===== src/rtl/core/fls_pkg.sv =====
// Shared types, codes and defaults for the weighted FIFO/LIFO server.
package fls_pkg;

  localparam int QUEUE_DEPTH_DEF = 64;
  localparam int STACK_DEPTH_DEF = 64;
  localparam logic [3:0] QUOTA_RESET = 4'd3;

  localparam logic [1:0] REQ_ENQUEUE = 2'd0;
  localparam logic [1:0] REQ_PUSH    = 2'd1;
  localparam logic [1:0] REQ_SERVE   = 2'd2;

  localparam logic [1:0] ST_STORED  = 2'd0;
  localparam logic [1:0] ST_SERVED  = 2'd1;
  localparam logic [1:0] ST_NOTHING = 2'd2;
  localparam logic [1:0] ST_FULL    = 2'd3;

  localparam logic [2:0] ACT_NONE  = 3'd0;
  localparam logic [2:0] ACT_QPUSH = 3'd1;
  localparam logic [2:0] ACT_SPUSH = 3'd2;
  localparam logic [2:0] ACT_QPOP  = 3'd3;
  localparam logic [2:0] ACT_SPOP  = 3'd4;

  typedef struct packed {
    logic [15:0] id;
    logic [11:0] minutes;
  } entry_t;

  typedef struct packed {
    logic q_empty;
    logic q_full;
    logic s_empty;
    logic s_full;
  } fill_t;

  typedef struct packed {
    logic [1:0] status;
    logic [2:0] act;
    logic [3:0] round_nxt;
  } dec_t;

endpackage


===== src/rtl/core/fls_ram.sv =====
// Generic single-port-write, single-port-read RAM with registered read data.
module fls_ram #(
  parameter int WIDTH = 8,
  parameter int DEPTH = 64
) (
  input  logic                     clk,
  input  logic                     we,
  input  logic [$clog2(DEPTH)-1:0] waddr,
  input  logic [WIDTH-1:0]         wdata,
  input  logic                     re,
  input  logic [$clog2(DEPTH)-1:0] raddr,
  output logic [WIDTH-1:0]         rdata
);

  logic [WIDTH-1:0] mem [DEPTH];

  always_ff @(posedge clk) begin
    if (we) begin
      mem[waddr] <= wdata;
    end
    // hold read data until the next read
    if (re) begin
      rdata <= mem[raddr];
    end
  end

endmodule


===== src/rtl/core/fls_policy.sv =====
// Serving policy: picks the store action, status and next round count.
module fls_policy
  import fls_pkg::*;
(
  input  logic [1:0] req,
  input  fill_t      fill,
  input  logic [3:0] round_served,
  input  logic [3:0] quota,
  output dec_t       dec
);

  always_comb begin
    dec.status    = ST_NOTHING;
    dec.act       = ACT_NONE;
    dec.round_nxt = round_served;
    case (req)
      REQ_ENQUEUE: begin
        if (fill.q_full) begin
          dec.status = ST_FULL;
        end else begin
          dec.status = ST_STORED;
          dec.act    = ACT_QPUSH;
        end
      end
      REQ_PUSH: begin
        if (fill.s_full) begin
          dec.status = ST_FULL;
        end else begin
          dec.status = ST_STORED;
          dec.act    = ACT_SPUSH;
        end
      end
      REQ_SERVE: begin
        if (!fill.q_empty && (round_served < quota)) begin
          dec.status    = ST_SERVED;
          dec.act       = ACT_QPOP;
          dec.round_nxt = round_served + 4'd1;
        end else if (!fill.s_empty) begin
          dec.status    = ST_SERVED;
          dec.act       = ACT_SPOP;
          dec.round_nxt = 4'd0;
        end else if (!fill.q_empty) begin
          // restart the round on the queue
          dec.status    = ST_SERVED;
          dec.act       = ACT_QPOP;
          dec.round_nxt = 4'd1;
        end
      end
      default: begin
        dec.status = ST_NOTHING;
      end
    endcase
  end

endmodule


===== src/rtl/core/fifo_lifo_weighted_server.sv =====
// Top level of the weighted FIFO/LIFO server.
// Each request is accepted and decided against the counters while the
// entry memory is read, and its result is loaded into the output register
// once that register is free. A new request is taken while a finished
// result still waits downstream, but not while one is still pending, since
// the entry memories have registered read data. Both memories need no
// clearing pass.
module fifo_lifo_weighted_server
  import fls_pkg::*;
#(
  parameter int QUEUE_DEPTH = QUEUE_DEPTH_DEF,
  parameter int STACK_DEPTH = STACK_DEPTH_DEF
) (
  input  logic        clk,
  input  logic        rst_n,
  input  logic        cfg_we,
  input  logic [3:0]  cfg_data,
  input  logic        in_valid,
  output logic        in_stall,
  input  logic [1:0]  in_req_type,
  input  logic [15:0] in_customer_id,
  input  logic [11:0] in_service_minutes,
  output logic        out_valid,
  input  logic        out_stall,
  output logic [1:0]  out_status,
  output logic [15:0] out_served_id,
  output logic        out_served_missed,
  output logic [11:0] out_served_minutes,
  output logic [31:0] out_order_number,
  output logic [31:0] out_total_minutes
);

  localparam int QAW = $clog2(QUEUE_DEPTH);
  localparam int SAW = $clog2(STACK_DEPTH);
  localparam int QCW = $clog2(QUEUE_DEPTH + 1);
  localparam int SCW = $clog2(STACK_DEPTH + 1);

  logic [3:0]     quota_r;
  logic [QAW-1:0] q_rd_ptr_r, q_wr_ptr_r;
  logic [QCW-1:0] q_cnt_r;
  logic [SCW-1:0] s_cnt_r, s_cnt_m1;
  logic [3:0]     round_r;
  logic [31:0]    served_cnt_r, minutes_r;
  logic [32:0]    minutes_sum;
  logic [31:0]    minutes_nxt;

  logic           pend_r, pend_pop_r, pend_missed_r;
  logic [1:0]     pend_status_r;
  logic           out_valid_r;

  fill_t  fill;
  dec_t   dec;
  entry_t in_entry, q_rdata, s_rdata, sel;
  logic   acc, complete;
  logic   q_we, q_re, s_we, s_re;

  assign acc      = in_valid && !pend_r;
  assign in_stall = pend_r;
  assign complete = pend_r && (!out_valid_r || !out_stall);
  assign out_valid = out_valid_r;

  assign fill.q_empty = (q_cnt_r == '0);
  assign fill.q_full  = (q_cnt_r == QCW'(QUEUE_DEPTH));
  assign fill.s_empty = (s_cnt_r == '0);
  assign fill.s_full  = (s_cnt_r == SCW'(STACK_DEPTH));

  fls_policy u_policy (
    .req          (in_req_type),
    .fill         (fill),
    .round_served (round_r),
    .quota        (quota_r),
    .dec          (dec)
  );

  assign in_entry.id      = in_customer_id;
  assign in_entry.minutes = in_service_minutes;
  assign s_cnt_m1 = s_cnt_r - SCW'(1);

  assign q_we = acc && (dec.act == ACT_QPUSH);
  assign q_re = acc && (dec.act == ACT_QPOP);
  assign s_we = acc && (dec.act == ACT_SPUSH);
  assign s_re = acc && (dec.act == ACT_SPOP);

  fls_ram #(.WIDTH($bits(entry_t)), .DEPTH(QUEUE_DEPTH)) u_queue_ram (
    .clk   (clk),
    .we    (q_we),
    .waddr (q_wr_ptr_r),
    .wdata (in_entry),
    .re    (q_re),
    .raddr (q_rd_ptr_r),
    .rdata (q_rdata)
  );

  fls_ram #(.WIDTH($bits(entry_t)), .DEPTH(STACK_DEPTH)) u_stack_ram (
    .clk   (clk),
    .we    (s_we),
    .waddr (s_cnt_r[SAW-1:0]),
    .wdata (in_entry),
    .re    (s_re),
    .raddr (s_cnt_m1[SAW-1:0]),
    .rdata (s_rdata)
  );

  always_comb begin
    sel = pend_missed_r ? s_rdata : q_rdata;
    if (!pend_pop_r) begin
      sel = '0;
    end
  end

  assign minutes_sum = {1'b0, minutes_r} + {21'd0, sel.minutes};
  assign minutes_nxt = minutes_sum[32] ? 32'hFFFF_FFFF : minutes_sum[31:0];

  // control state
  always_ff @(posedge clk) begin
    if (!rst_n) begin
      quota_r      <= QUOTA_RESET;
      q_rd_ptr_r   <= '0;
      q_wr_ptr_r   <= '0;
      q_cnt_r      <= '0;
      s_cnt_r      <= '0;
      round_r      <= '0;
      served_cnt_r <= '0;
      minutes_r    <= '0;
      pend_r       <= 1'b0;
      out_valid_r  <= 1'b0;
    end else begin
      if (cfg_we) begin
        quota_r <= cfg_data;
      end
      if (acc) begin
        pend_r  <= 1'b1;
        round_r <= dec.round_nxt;
        case (dec.act)
          ACT_QPUSH: begin
            q_wr_ptr_r <= (q_wr_ptr_r == QAW'(QUEUE_DEPTH - 1)) ? '0 : q_wr_ptr_r + QAW'(1);
            q_cnt_r    <= q_cnt_r + QCW'(1);
          end
          ACT_SPUSH: s_cnt_r <= s_cnt_r + SCW'(1);
          ACT_QPOP: begin
            q_rd_ptr_r <= (q_rd_ptr_r == QAW'(QUEUE_DEPTH - 1)) ? '0 : q_rd_ptr_r + QAW'(1);
            q_cnt_r    <= q_cnt_r - QCW'(1);
          end
          ACT_SPOP: s_cnt_r <= s_cnt_m1;
          default: begin
          end
        endcase
        if ((dec.act == ACT_QPOP || dec.act == ACT_SPOP) && (served_cnt_r != 32'hFFFF_FFFF)) begin
          served_cnt_r <= served_cnt_r + 32'd1;
        end
      end
      if (complete) begin
        pend_r      <= 1'b0;
        out_valid_r <= 1'b1;
        minutes_r   <= minutes_nxt;
      end else if (out_valid_r && !out_stall) begin
        out_valid_r <= 1'b0;
      end
    end
  end

  // payload registers
  always_ff @(posedge clk) begin
    if (acc) begin
      pend_status_r <= dec.status;
      pend_pop_r    <= (dec.act == ACT_QPOP) || (dec.act == ACT_SPOP);
      pend_missed_r <= (dec.act == ACT_SPOP);
    end
    if (complete) begin
      out_status         <= pend_status_r;
      out_served_id      <= sel.id;
      out_served_minutes <= sel.minutes;
      out_served_missed  <= pend_missed_r && pend_pop_r;
      out_order_number   <= served_cnt_r;
      out_total_minutes  <= minutes_nxt;
    end
  end

`ifndef NO_ASSERTIONS
  a_queue_bound: assert property (@(posedge clk) disable iff (!rst_n)
    q_cnt_r <= QCW'(QUEUE_DEPTH))
    else $error("queue count beyond depth");

  a_stack_bound: assert property (@(posedge clk) disable iff (!rst_n)
    s_cnt_r <= SCW'(STACK_DEPTH))
    else $error("stack count beyond depth");

  a_result_from_pending: assert property (@(posedge clk) disable iff (!rst_n)
    $rose(out_valid_r) |-> $past(pend_r))
    else $error("result without a pending request");

  a_served_monotonic: assert property (@(posedge clk) disable iff (!rst_n)
    $past(rst_n) |-> served_cnt_r >= $past(served_cnt_r))
    else $error("served count went backward");
`endif

endmodule

===== config.mk =====
export PLATFORM = sky130hd
export DESIGN_NAME = fifo_lifo_weighted_server
export DESIGN_NICKNAME = d
export VERILOG_FILES = /design/src/rtl/core/fls_pkg.sv /design/src/rtl/core/fls_ram.sv /design/src/rtl/core/fls_policy.sv /design/src/rtl/core/fifo_lifo_weighted_server.sv
export SDC_FILE = /design/constraint.sdc
export NUM_CORES = 2
export LEC_CHECK = 0
export ABC_AREA = 1
export BUFFER_PORTS_ARGS = -buffer_cell sky130_fd_sc_hd__buf_2
export CORE_AREA = 10 10 609 611
export CTS_CLUSTER_DIAMETER = 150
export DETAILED_ROUTE_END_ITERATION = 7
export DIE_AREA = 0 0 619 621
export HOLD_SLACK_MARGIN = 0.12
export PLACE_DENSITY_LB_ADDON = 0.25
export SLEW_MARGIN = 30
export SYNTH_ARGS = -nofsm -noshare
export SYNTH_HDL_FRONTEND = slang
export SYNTH_HIERARCHICAL = 1
export SYNTH_SLANG_ARGS = --single-unit

===== constraint.sdc =====
create_clock -name clk -period 6.4 [get_ports clk]
set_input_delay 1.28 -clock clk [delete_from_list [all_inputs] [get_ports clk]]
set_output_delay 1.28 -clock clk [all_outputs]
set_load 0.05 [all_outputs]

==> flow_metrics.env <==
export IMPL_result_of_the_run="complete, no violations"
export IMPL_buffer_ports_inserted=135
export IMPL_flow_area_growth_from_synthesis_pct=12.0
export IMPL_cp_common_cell="sky130_fd_sc_hd__inv_1"
export IMPL_end_kind="flop"
export IMPL_number_of_clock_buffers_inserted_by_tritoncts=395
export IMPL_type_of_the_worst_setup_path="reg2reg"
export IMPL_grt_setup_unrepaired="false"
export IMPL_synth_seq_cells=3839
export IMPL_synth_async_reset_ratio_pct=0
export IMPL_synth_edff_count=3739
export IMPL_grt_first_pass_wirelength_um=663000
export IMPL_die_x_um=619
export IMPL_detailedRoute_firstPassIterationCount=6
export IMPL_globalRouteOverflowTotal=0
export IMPL_routed_via_count=103221
export IMPL_synthesis_instances=13504
export IMPL_initialDrtViolationCount=13026
export IMPL_fin_area_um2=176000
export IMPL_post_dp_cell_area_um2=163000
export IMPL_hpwl_um=269000
export IMPL_maxSlewHeadroom_pct=29.4
export IMPL_final_period_minus_worst_setup_slack_ns=5.08
export IMPL_start_util_pct=43.8
export IMPL_die_area_um2=384000
export IMPL_gr_usage_all_layers_pct=23.1
export IMPL_clock_skew_final_ns=0.0672
export IMPL_r2r_worst_path_cells=19
export IMPL_top_usage_layer="met2"
export IMPL_num_io_pins=136
export IMPL_crit_path_max_incr_delay_ns=0.52
export IMPL_worst_hold_startpoint="pend_status_r[1]"
export IMPL_avgViaCountPerCell=5.54
export IMPL_cp_cell_sequence="inv_8, ha_1, nand2_1, nor3_1, buf_4, inv_1, nor2_1, inv_1, nor2_1, nand2_1, o211ai_1, inv_1, nor2_1, nand3_1, inv_1, nand4_1, buf_4, nor2_4, buf_12"
export IMPL_core_area_um2=358000
export IMPL_clock_latency_ns=1.00
export IMPL_gpl_final_weighted_congestion=0.917
export IMPL_rr_startpoint="s_cnt_r[0]"
export IMPL_worst_path_max_delay_cell="sky130_fd_sc_hd__dfxtp_1"
export IMPL_sequential_fraction_of_the_synthesis_area_pct=72.9
export IMPL_synthesis_area_um2=157000
export IMPL_holdBufCountCts=0
export IMPL_groute_layer_met3_usage_pct=3.18
export IMPL_postSynthAreaPerCell_um2=11.6
export IMPL_die_height_um=621
export IMPL_clock_tree_htree_level_count=5
export IMPL_fmax_achieved_mhz=197
export IMPL_antenna_violations_before_repair=20
export IMPL_worst_path_buf_inv=8
export IMPL_critical_path_at_ns=5.71
export IMPL_fin_nets=13581
export IMPL_path_clk_slew_ns=0.06
export IMPL_cts_root_buf="sky130_fd_sc_hd__clkbuf_16"
export IMPL_maximum_buffer_depth_of_the_clock_tree=4
export IMPL_globalRouteMet1Util_pct=31.8
export IMPL_timing_critical_path_max_delay_family="simple AND/OR/NAND/NOR gates"
export IMPL_finalMaxSlewViolations=0
export IMPL_total_power_mw=57.2
export IMPL_routed_wire_length_per_instance_um=24.9
export IMPL_final_core_util_pct=49.0
export IMPL_final_period_utilization_pct=79.4
export IMPL_worst_ep_required_time_ns=7.03
export IMPL_worstHoldEndpoint="out_status[1]"
export IMPL_number_of_maximum_capacitance_constraint_violations=0
export IMPL_reg2reg_slack_ns=1.32
export IMPL_cellPowerDensity_nw_per_um2=326
export IMPL_crit_reg2reg_capture="u_stack_ram/mem[63][15]"
export IMPL_cts_resized=0
export IMPL_grt_pass1_vias=95461
export IMPL_peak_supply_drop_mv=0.249
export IMPL_p_leak_nw=62.4
export IMPL_tritoncts_num_sinks=3839
export IMPL_drtAntennaViolNets=0
export IMPL_critPathLaunchType="flop"
export IMPL_dp_cells=17888
export IMPL_drive_gt1_share_pct=8.57
export IMPL_floorplan_rows=220
export IMPL_grt_start_max_net_pins=183
export IMPL_hold_path_depth=0
export IMPL_use_met2_pct=36.3
export IMPL_slew_at_the_pin_with_the_worst_max_slew_slack_ns=1.06
export IMPL_synthesis_nets=13571
export IMPL_cts_repair_timing_setup_buffer_count=0
export IMPL_synth_warning_count=6
export IMPL_routed_wirelength_um=463000
export IMPL_crit_path_max_fanout=49
export IMPL_timing_setup_tns_ns=0
export IMPL_final_cells=18617
export IMPL_synth_top_flop_cell="sky130_fd_sc_hd__edfxtp_1"
export IMPL_timing_hold_violations_final=0
export IMPL_drcViolationCount=0
export IMPL_report_final_setup_viol=0
export IMPL_netlist_cell_type_count=51
export IMPL_filler_cell_count=31260
export IMPL_min_path_type="reg2reg"
export IMPL_cts_tree="built"
==> metal layers <==
layer  share of wire (%)  routed length (µm)  up-vias
met1                  40              187000    50654
met5                   0                   0        -
met3                 7.8               36100      840
li1                    -                   -    47284
met2                  46              214000     4443
met4                 5.6               25900        0
==> cells in the mapped netlist, types with 7 or more instances <==
cell                       count  share of area (%)
sky130_fd_sc_hd__nor4_1       16              0.064
sky130_fd_sc_hd__o21ai_0      55               0.18
sky130_fd_sc_hd__inv_2        16              0.038
sky130_fd_sc_hd__buf_4        84               0.40
sky130_fd_sc_hd__buf_6        36               0.26
sky130_fd_sc_hd__buf_2       467                1.5
sky130_fd_sc_hd__xnor2_1      10              0.056
sky130_fd_sc_hd__nand2_2      15              0.060
sky130_fd_sc_hd__a21oi_1      58               0.19
sky130_fd_sc_hd__buf_1        89               0.21
sky130_fd_sc_hd__nand3_2      20               0.13
sky130_fd_sc_hd__nor3_1       20              0.064
sky130_fd_sc_hd__nand3b_1      7              0.034
sky130_fd_sc_hd__inv_1       170               0.41
sky130_fd_sc_hd__nor2_1      274               0.66
sky130_fd_sc_hd__nand3_1    3108                9.9
sky130_fd_sc_hd__ha_1         26               0.21
sky130_fd_sc_hd__xor2_1       31               0.17
sky130_fd_sc_hd__edfxtp_1   3739                 72
sky130_fd_sc_hd__nand2_1    4942                 12
sky130_fd_sc_hd__dfxtp_1     100                1.3
sky130_fd_sc_hd__clkbuf_1    139               0.33
sky130_fd_sc_hd__nand4_1      31               0.12
==> cell type report <==
class | instances | area [µm²] | area share, %
inverters | 189 | 797 | 0.454
clock inverters | 209 | 1800 | 1.02
multi-input cells | 8659 | 38500 | 21.9
repair buffers | 430 | 3740 | 2.13
diodes | 11 | 27.5 | 0.0157
flip-flops and latches | 3839 | 114000 | 65.1
clock buffers | 507 | 10500 | 5.97
well taps | 4773 | 5970 | 3.40
==> logic make-up (layout without fill, tap and decap cells) <==
group           count (synthesis)  in the layout  share of synthesized area, %
simple gates                 8460           8460                          23.1
flops                        3839           3839                          72.9
buf+inv                      1006           1335                          3.17
compound gates                130            130                         0.446
xor+xnor                       41             41                         0.229
fa+ha+maj                      28             28                         0.233
other cells                     0             11                             0
==> metrics by stage <==
stage / setup slack, ns / hold WS [ns]
after global placement: 1.36 / 0.410
after detailed placement: 1.42 / 0.408
after CTS: 1.36 / 0.420
after global routing: 1.03 / 0.422
after floorplan: 0.434 / 0.400
final: 1.32 / 0.418
==> registers in the layout (all words and copies together) (netlist names), 6 cells and up <==
register            cells
u_stack_ram/mem      1792
out_served_minutes     12
u_queue_ram/rdata      28
q_rd_ptr_r              6
s_cnt_r                 7
minutes_r              32
u_queue_ram/mem      1792
out_order_number       32
q_wr_ptr_r              6
out_served_id          16
out_total_minutes      32
served_cnt_r           32
u_stack_ram/rdata      28
q_cnt_r                 7
==> worst max path at each step <==
stage | from | slack (ns) | cells after the start | to
after CTS | s_cnt_r[0] | 1.36 | 19 | u_stack_ram/mem[63][24]
after detailed placement | s_cnt_r[0] | 1.42 | 19 | u_stack_ram/mem[63][4]
after global placement | s_cnt_r[0] | 1.36 | 19 | u_stack_ram/mem[63][4]
final | s_cnt_r[0] | 1.32 | 19 | u_stack_ram/mem[63][15]
after floorplan | in_req_type[0] | 0.43 | 12 | u_stack_ram/mem[48][0]
after global routing | s_cnt_r[0] | 1.03 | 19 | u_stack_ram/mem[11][17]
==> cells in the final DEF, fill, tap and decap left out, types with 28 or more instances in the layout <==
master	netlist	layout
sky130_fd_sc_hd__a21oi_1	58	58
sky130_fd_sc_hd__buf_12	0	48
sky130_fd_sc_hd__buf_2	467	107
sky130_fd_sc_hd__buf_4	84	243
sky130_fd_sc_hd__clkbuf_1	139	100
sky130_fd_sc_hd__clkbuf_16	0	400
sky130_fd_sc_hd__clkinv_1	1	89
sky130_fd_sc_hd__clkinv_2	0	63
sky130_fd_sc_hd__dfxtp_1	100	95
sky130_fd_sc_hd__edfxtp_1	3739	3739
sky130_fd_sc_hd__inv_1	170	163
sky130_fd_sc_hd__nand2_1	4942	4942
sky130_fd_sc_hd__nand3_1	3108	3104
sky130_fd_sc_hd__nand4_1	31	31
sky130_fd_sc_hd__nor2_1	274	159
sky130_fd_sc_hd__nor2_4	5	100
sky130_fd_sc_hd__o21ai_0	55	55
sky130_fd_sc_hd__xor2_1	31	28
==> where the power goes <==
group	switching (mW)	internal (mW)
Clock	9.63	12.5
Sequential	0.0771	27.7
Combinational	5.63	1.63
Total	15.3	41.9
Note: power is estimated with default switching activity, not from simulation.
